[src/sv/srmf_pkg.sv]
`default_nettype none
package srmf_pkg;

   localparam int DIST_W  = 10;
   localparam int LIMIT_W = 8;
   localparam int TICK_W  = 16;
   localparam int COUNT_W = 4;
   localparam int QUOT_W  = 13;

   localparam logic [1:0] STATUS_ECHO = 2'd0;

   localparam logic [1:0] CSR_MIN_DISTANCE  = 2'd0;
   localparam logic [1:0] CSR_MAX_DISTANCE  = 2'd1;
   localparam logic [1:0] CSR_ATTEMPT_LIMIT = 2'd2;
   localparam logic [1:0] CSR_TICK_OVERHEAD = 2'd3;

   localparam logic [DIST_W-1:0]  MIN_DISTANCE_RST  = 10'd90;
   localparam logic [DIST_W-1:0]  MAX_DISTANCE_RST  = 10'd900;
   localparam logic [LIMIT_W-1:0] ATTEMPT_LIMIT_RST = 8'd15;
   localparam logic [TICK_W-1:0]  TICK_OVERHEAD_RST = 16'd8800;

   // x / 10 as x * ceil(2^19 / 10) >> 19, exact over 16-bit x
   localparam logic [16:0] DIV10_MUL   = 17'd52429;
   localparam int          DIV10_SHIFT = 19;

   typedef enum logic [2:0] {
      ST_IDLE,
      ST_DIV1,
      ST_DIV2,
      ST_DIV3,
      ST_INSERT,
      ST_FINISH
   } srmf_state_type;

   typedef struct packed {
      logic ins;
      logic occ_self;
      logic occ_left;
   } srmf_cell_ctl_type;

   function automatic logic [QUOT_W-1:0] div10(input logic [TICK_W-1:0] x);
      logic [32:0] p;
      p = {17'b0, x} * {16'b0, DIV10_MUL};
      return p[DIV10_SHIFT +: QUOT_W];
   endfunction

endpackage
`default_nettype wire

[src/sv/srmf_cell.sv]
`default_nettype none
module srmf_cell
   import srmf_pkg::*;
(
   input  wire logic                 clock,
   input  wire srmf_cell_ctl_type    ctl,
   input  wire logic [DIST_W-1:0]    sample,
   input  wire logic [DIST_W-1:0]    left_val,
   input  wire logic                 left_gt,
   output logic      [DIST_W-1:0]    val,
   output logic                      gt
);

   logic [DIST_W-1:0] val_ff;
   logic [DIST_W-1:0] val_in;
   logic              take_new;

   assign gt  = ctl.occ_self && (val_ff > sample);
   assign val = val_ff;

   // first slot that is empty or larger than the new sample takes it
   assign take_new = ctl.occ_left && (!ctl.occ_self || gt);

   always_comb begin
      val_in = val_ff;
      if (ctl.ins) begin
         if (left_gt) begin
            val_in = left_val;
         end else if (take_new) begin
            val_in = sample;
         end
      end
   end

   always_ff @(posedge clock) begin
      val_ff <= val_in;
   end

endmodule
`default_nettype wire

[src/sv/sonar_range_median_filter.sv]
`default_nettype none
// channel   direction  handshake               payload
// req       in         req_valid / req_stall   req_attempt_status, req_elapsed_ticks
// rsp       out        rsp_valid / rsp_stall   rsp_median_distance, rsp_too_few,
//                                              rsp_valid_samples
// csr       in         csr_valid / csr_ready   csr_index, csr_data
//
// a request steps through tick offset, three passes through one shared
// divide-by-ten multiplier, one insert step in the sorted cell row and one finish step
// at session end the finish step waits while an earlier response is still stalled
// synchronous active-high reset clears control state and loads register defaults
// the sorted row has no reset; only slots below the sample count are read
module sonar_range_median_filter
   import srmf_pkg::*;
#(
   parameter int SAMPLES_NEEDED = 5
)
(
   input  wire logic                clock,
   input  wire logic                reset,
   input  wire logic                req_valid,
   output logic                     req_stall,
   input  wire logic [1:0]          req_attempt_status,
   input  wire logic [TICK_W-1:0]   req_elapsed_ticks,
   output logic                     rsp_valid,
   input  wire logic                rsp_stall,
   output logic      [DIST_W-1:0]   rsp_median_distance,
   output logic                     rsp_too_few,
   output logic      [COUNT_W-1:0]  rsp_valid_samples,
   input  wire logic                csr_valid,
   output logic                     csr_ready,
   input  wire logic [1:0]          csr_index,
   input  wire logic [TICK_W-1:0]   csr_data
);

   localparam int MEDIAN_IDX = SAMPLES_NEEDED / 2;
   localparam logic [COUNT_W-1:0] FULL_COUNT = COUNT_W'(SAMPLES_NEEDED);
   localparam logic [COUNT_W-1:0] FEW_LIMIT  = COUNT_W'(SAMPLES_NEEDED / 2 + 1);

   srmf_state_type state_ff, state_in;

   logic [DIST_W-1:0]  min_dist_ff, max_dist_ff;
   logic [LIMIT_W-1:0] limit_ff;
   logic [TICK_W-1:0]  overhead_ff;

   logic [TICK_W-1:0]  work_ff, work_in;
   logic               neg_ff, echo_ff;
   logic [COUNT_W-1:0] count_ff, count_in;
   logic [LIMIT_W-1:0] attempt_ff, attempt_in;

   logic               rsp_valid_ff, rsp_valid_in;
   logic [DIST_W-1:0]  rsp_median_ff, rsp_median_in;
   logic               rsp_few_ff, rsp_few_in;
   logic [COUNT_W-1:0] rsp_count_ff, rsp_count_in;

   logic accept, div_step, ins_step, fin_step;
   logic [TICK_W-1:0] raw, div_arg, q16;
   logic [QUOT_W-1:0] quot;
   logic dist_ok, ins_en, session_end, rsp_busy, emit;

   logic [DIST_W-1:0] cell_val [SAMPLES_NEEDED];
   logic              cell_gt  [SAMPLES_NEEDED];

   // next state
   always_comb begin
      state_in = state_ff;
      unique case (state_ff)
         ST_IDLE:   if (req_valid) state_in = ST_DIV1;
         ST_DIV1:   state_in = ST_DIV2;
         ST_DIV2:   state_in = ST_DIV3;
         ST_DIV3:   state_in = ST_INSERT;
         ST_INSERT: state_in = ST_FINISH;
         ST_FINISH: if (!(session_end && rsp_busy)) state_in = ST_IDLE;
         default:   state_in = ST_IDLE;
      endcase
   end

   // state outputs
   always_comb begin
      req_stall = 1'b1;
      div_step  = 1'b0;
      ins_step  = 1'b0;
      fin_step  = 1'b0;
      unique case (state_ff)
         ST_IDLE:   req_stall = 1'b0;
         ST_DIV1,
         ST_DIV2,
         ST_DIV3:   div_step = 1'b1;
         ST_INSERT: ins_step = 1'b1;
         ST_FINISH: fin_step = 1'b1;
         default:   req_stall = 1'b1;
      endcase
   end

   assign accept    = req_valid && !req_stall;
   assign csr_ready = 1'b1;

   // scaling: |raw| /10, *9 /10, *6 /10 through one divider
   assign raw = req_elapsed_ticks - overhead_ff;
   assign q16 = work_ff;

   always_comb begin
      unique case (state_ff)
         ST_DIV2: div_arg = (q16 << 3) + q16;
         ST_DIV3: div_arg = (q16 << 2) + (q16 << 1);
         default: div_arg = q16;
      endcase
   end

   assign quot = div10(div_arg);

   always_comb begin
      work_in = work_ff;
      if (accept) begin
         work_in = raw[TICK_W-1] ? (~raw + 16'd1) : raw;
      end else if (div_step) begin
         work_in = {{(TICK_W-QUOT_W){1'b0}}, quot};
      end
   end

   // a negative reading survives only when it scales to zero
   assign dist_ok = echo_ff && (!neg_ff || work_ff == '0)
                    && work_ff >= {6'b0, min_dist_ff}
                    && work_ff <= {6'b0, max_dist_ff};
   assign ins_en  = ins_step && dist_ok && (count_ff < FULL_COUNT);

   generate
      for (genvar i = 0; i < SAMPLES_NEEDED; i++) begin : g_cell
         srmf_cell_ctl_type ctl;
         logic [DIST_W-1:0] lval;
         logic              lgt;

         assign ctl.ins      = ins_en;
         assign ctl.occ_self = count_ff > COUNT_W'(i);
         if (i == 0) begin : g_head
            assign ctl.occ_left = 1'b1;
            assign lval         = '0;
            assign lgt          = 1'b0;
         end else begin : g_body
            assign ctl.occ_left = count_ff > COUNT_W'(i - 1);
            assign lval         = cell_val[i-1];
            assign lgt          = cell_gt[i-1];
         end

         srmf_cell u_cell (
            .clock    (clock),
            .ctl      (ctl),
            .sample   (work_ff[DIST_W-1:0]),
            .left_val (lval),
            .left_gt  (lgt),
            .val      (cell_val[i]),
            .gt       (cell_gt[i])
         );
      end
   endgenerate

   // session bookkeeping and response register
   assign session_end = (count_ff >= FULL_COUNT) || (attempt_ff >= limit_ff);
   assign rsp_busy    = rsp_valid_ff && rsp_stall;
   assign emit        = fin_step && session_end && !rsp_busy;

   always_comb begin
      count_in   = count_ff;
      attempt_in = attempt_ff;
      if (accept) begin
         attempt_in = attempt_ff + 8'd1;
      end
      if (ins_en) begin
         count_in = count_ff + 4'd1;
      end
      if (emit) begin
         count_in   = '0;
         attempt_in = '0;
      end
   end

   always_comb begin
      rsp_valid_in  = rsp_busy || emit;
      rsp_median_in = rsp_median_ff;
      rsp_few_in    = rsp_few_ff;
      rsp_count_in  = rsp_count_ff;
      if (emit) begin
         rsp_few_in    = count_ff < FEW_LIMIT;
         rsp_median_in = (count_ff < FEW_LIMIT) ? '0 : cell_val[MEDIAN_IDX];
         rsp_count_in  = count_ff;
      end
   end

   always_ff @(posedge clock) begin
      if (reset) begin
         state_ff     <= ST_IDLE;
         count_ff     <= '0;
         attempt_ff   <= '0;
         rsp_valid_ff <= 1'b0;
         min_dist_ff  <= MIN_DISTANCE_RST;
         max_dist_ff  <= MAX_DISTANCE_RST;
         limit_ff     <= ATTEMPT_LIMIT_RST;
         overhead_ff  <= TICK_OVERHEAD_RST;
      end else begin
         state_ff     <= state_in;
         count_ff     <= count_in;
         attempt_ff   <= attempt_in;
         rsp_valid_ff <= rsp_valid_in;
         if (csr_valid && csr_ready) begin
            unique case (csr_index)
               CSR_MIN_DISTANCE:  min_dist_ff <= csr_data[DIST_W-1:0];
               CSR_MAX_DISTANCE:  max_dist_ff <= csr_data[DIST_W-1:0];
               CSR_ATTEMPT_LIMIT: limit_ff    <= csr_data[LIMIT_W-1:0];
               CSR_TICK_OVERHEAD: overhead_ff <= csr_data;
               default:           overhead_ff <= overhead_ff;
            endcase
         end
      end
   end

   always_ff @(posedge clock) begin
      work_ff       <= work_in;
      rsp_median_ff <= rsp_median_in;
      rsp_few_ff    <= rsp_few_in;
      rsp_count_ff  <= rsp_count_in;
      if (accept) begin
         neg_ff  <= raw[TICK_W-1];
         echo_ff <= req_attempt_status == STATUS_ECHO;
      end
   end

   assign rsp_valid           = rsp_valid_ff;
   assign rsp_median_distance = rsp_median_ff;
   assign rsp_too_few         = rsp_few_ff;
   assign rsp_valid_samples   = rsp_count_ff;

`ifndef SYNTH
   a_count_bound: assert property (@(posedge clock) disable iff (reset)
      count_ff <= FULL_COUNT)
      else $error("sample count above capacity");

   a_few_flag: assert property (@(posedge clock) disable iff (reset)
      rsp_valid |-> (rsp_too_few == (rsp_valid_samples < FEW_LIMIT)))
      else $error("too_few disagrees with sample count");

   a_few_zero: assert property (@(posedge clock) disable iff (reset)
      (rsp_valid && rsp_too_few) |-> rsp_median_distance == '0)
      else $error("median not zero with too_few");

   a_clear_on_emit: assert property (@(posedge clock) disable iff (reset)
      emit |=> (count_ff == '0 && attempt_ff == '0 && rsp_valid))
      else $error("session not cleared after response");
`endif

endmodule
`default_nettype wire
[config.mk]
export PLATFORM = sky130hd
export DESIGN_NAME = sonar_range_median_filter
export DESIGN_NICKNAME = d
export VERILOG_FILES = /design/src/sv/srmf_pkg.sv /design/src/sv/srmf_cell.sv /design/src/sv/sonar_range_median_filter.sv
export SDC_FILE = /design/constraint.sdc
export NUM_CORES = 1
export LEC_CHECK = 0
export BUFFER_PORTS_ARGS = -buffer_cell sky130_fd_sc_hd__buf_2
export CELL_PAD_IN_SITES_DETAIL_PLACEMENT = 0
export CELL_PAD_IN_SITES_GLOBAL_PLACEMENT = 1
export CORE_MARGIN = 1.5
export CORE_UTILIZATION = 30
export CTS_BUF_LIST = sky130_fd_sc_hd__clkbuf_4 sky130_fd_sc_hd__clkbuf_8
export CTS_CLUSTER_SIZE = 16
export DETAILED_ROUTE_END_ITERATION = 16
export PLACE_DENSITY_LB_ADDON = 0.1
export SLEW_MARGIN = 20
export SYNTH_ARGS = -nofsm -noshare
export SYNTH_HDL_FRONTEND = slang
export SYNTH_SLANG_ARGS = --single-unit
[constraint.sdc]
create_clock -name clock -period 10.7 [get_ports clock]
set_input_delay 0.535 -clock clock [delete_from_list [all_inputs] [get_ports clock]]
set_output_delay 0.535 -clock clock [all_outputs]
set_load 0.05 [all_outputs]
==> flow_summary.json <==
{
  "slew_headroom": 0.338,
  "min-delay-start": "csr_data[13]",
  "die_area_um2": 45200,
  "worst_r2r_path_depth": 30,
  "yosys_most_used_dff": "edfxtp_1",
  "worst_slew_pin_slew_ns": 0.993,
  "ant_nets": 0,
  "hpwlAfterDp_um": 29800,
  "grt_max_degree": 50,
  "worst-setup-path-type": "register to register",
  "synthCells": 1429,
  "start_util": 0.305,
  "drcViolationCount": 0,
  "cts_tree": "yes",
  "dp_slack_ns": 1.82,
  "first_pass_iters": 5,
  "clock_path_buffers": 2,
  "cts_hold_buf": 0,
  "startpoint_type": "register",
  "status": "finished, final reports clean",
  "finalWeightedCongestion": 0.824,
  "worst_path_max_delay_cell": "o21ai_0",
  "pin_count": 59,
  "crit_arrival_ns": 9.08,
  "hold_violations": 0,
  "cap_violations": 0,
  "grt_pass1_vias": 9884,
  "syn_nets": 1796,
  "viasPerCell": 4.67,
  "hold_path.class": "input port to register",
  "fin_skew_ns": 0.0160,
  "cts_sinks": 123,
  "final_nets": 1848,
  "syn_area_per_cell_um2": 9.22,
  "cp-startpoint": "q16[1]",
  "cp_slowest_stage_delay_ns": 0.63,
  "die_h_um": 213,
  "reg2reg_from": "q16[1]",
  "grt_antenna_before_repair": 0,
  "overflow": 0,
  "fin_util": 0.337,
  "ctsHtreeMaxLevel": 4,
  "die_w_um": 213,
  "crit_top_cell": "fa_1",
  "cts_resized": 0,
  "num_vias": 9712,
  "path_clk_slew_ns": 0.09,
  "fmax_mhz": 113,
  "clkLatencyLatePin_ns": 0.47,
  "critPathRequiredTime_ns": 10.90,
  "ys_types": 74,
  "rsz0062_at_grt": "no",
  "drive_above_1_share": 0.0924,
  "globalRouteMet1Util": 0.227,
  "cts_setup_buffers": 0,
  "grt_pass1_wl_um": 57200,
  "period_minus_slack_ns": 8.88,
  "fin_setup_tns_ns": 0,
  "cts_root_buffer": "clkbuf_8",
  "port_buffers": 57,
  "core_um2": 43200,
  "diodes": 0,
  "cts_buffers": 17,
  "wl_per_cell_um": 17.2,
  "async_flop_share": 0,
  "slew_viol_final": 0,
  "crit_path_max_fanout": 10,
  "busiest_layer": "met2",
  "netlist_area_um2": 13200,
  "yosysSeqAreaShare": 0.235,
  "endpoint_kind": "register",
  "setup_ws_ns": 1.82,
  "syn_to_final_growth_pct": 10.3,
  "whs_path_depth": 2,
  "drt_iter0_drc": 435,
  "wl_um": 35800,
  "synth_warnings": 0,
  "grt_util_met3": 0.0267,
  "use_met2": 0.274,
  "setup_viol": 0,
  "ys_ff_latch": 123,
  "fp-row-count": 76,
  "synth_edf_count": 63,
  "fin_crit_sh": 0.830,
  "grtUsageTotal": 0.167
}
sequential cells by signal (all words and copies together) (netlist names):
register / cells
max_dist_ff: 10
rsp_too_few: 1
neg_ff: 1
overhead_ff: 16
count_ff: 4
rsp_median_distance: 10
rsp_valid_samples: 4
rsp_valid: 1
echo_ff: 1
g_cell.u_cell.val: 30
state_ff: 3
attempt_ff: 8
limit_ff: 8
q16: 16
min_dist_ff: 10
cells in the final DEF, fill, tap and decap left out, types with 25 or more instances in the layout:
master,instances
inv_1,245
ha_1,242
nand2_1,116
a21oi_1,88
fa_1,84
nor2_1,74
edfxtp_1,63
dfxtp_1,60
buf_2,57
o21ai_0,54
xnor2_1,37
xor2_1,33
nor3_1,25
nor2b_1,25
stage by stage:
step	cell area, um^2	hold slack, ns	cells
after global placement	14100	0.445	2047
after CTS	14500	0.223	2079
after floorplan	13200	0.436	1429
final	14500	0.265	2079
after detailed placement	14100	0.450	2047
after global routing	14500	0.250	2079
cell usage after synthesis, types with 11 or more instances:
| master | number | area, um^2 |
|---|---|---|
| inv_1 | 245 | 920 |
| ha_1 | 242 | 3030 |
| nand2_1 | 116 | 435 |
| a21oi_1 | 88 | 440 |
| fa_1 | 84 | 1680 |
| nor2_1 | 74 | 278 |
| edfxtp_1 | 63 | 1890 |
| dfxtp_1 | 60 | 1200 |
| o21ai_0 | 54 | 270 |
| xnor2_1 | 37 | 324 |
| xor2_1 | 33 | 289 |
| nor3_1 | 26 | 130 |
| nor2b_1 | 25 | 156 |
| a21o_1 | 23 | 173 |
| clkbuf_1 | 20 | 75.1 |
| o21a_1 | 17 | 128 |
| nand4_1 | 16 | 100 |
| nand3_1 | 15 | 75.1 |
| mux2i_1 | 13 | 130 |
| nand3b_1 | 13 | 97.6 |
| mux2_2 | 12 | 135 |
| a211o_1 | 11 | 96.3 |
| a31oi_1 | 11 | 68.8 |
layout make-up:
cell class                 instances  area, um^2
fill                            4648       28600
multi-input combinational       1028        9030
inverter                         245         920
sequential                       123        3090
clock inverter                    14         161
timing repair buffer              66         353
clock buffer                      18         241
tap                              585         732
path summary, 6_finish.rpt:
path	to	slack, ns
setup / recovery	q16[8]	1.82
hold / removal	overhead_ff[13]	0.27
setup reg to reg	q16[8]	1.82
hold reg to reg	overhead_ff[11]	0.46
cell families (layout without fill, tap and decap cells):
kind of cell	Yosys count	after routing	share of synthesized area
buf+inv	278	343	0.0806
simple gates	332	332	0.122
mux	25	25	0.0201
flops	123	123	0.235
other cells	1	1	0.000285
compound gates	273	273	0.137
xor+xnor	71	71	0.0478
fa+ha+maj	326	326	0.357
worst max-delay path: cells and delay by family, from the launching register on:
kind	cells	cell delay [ns]
AO/OA/AOI/OAI	11	2.92
XOR/XNOR	2	0.28
adder cells (fa/ha/maj)	9	4.13
buffers and inverters	4	0.29
flip-flops	1	0.61
multiplexers	1	0.09
AND/OR/NAND/NOR	3	0.30
routing by layer:
metal	up-vias	wire length [um]
li1	4977	-
met1	4598	17700
met2	107	16500
met3	30	986
met4	0	565
met5	-	0
Power is not shown: default switching activity piles up to over one toggle a cycle in this logic, so the estimate is an artifact.
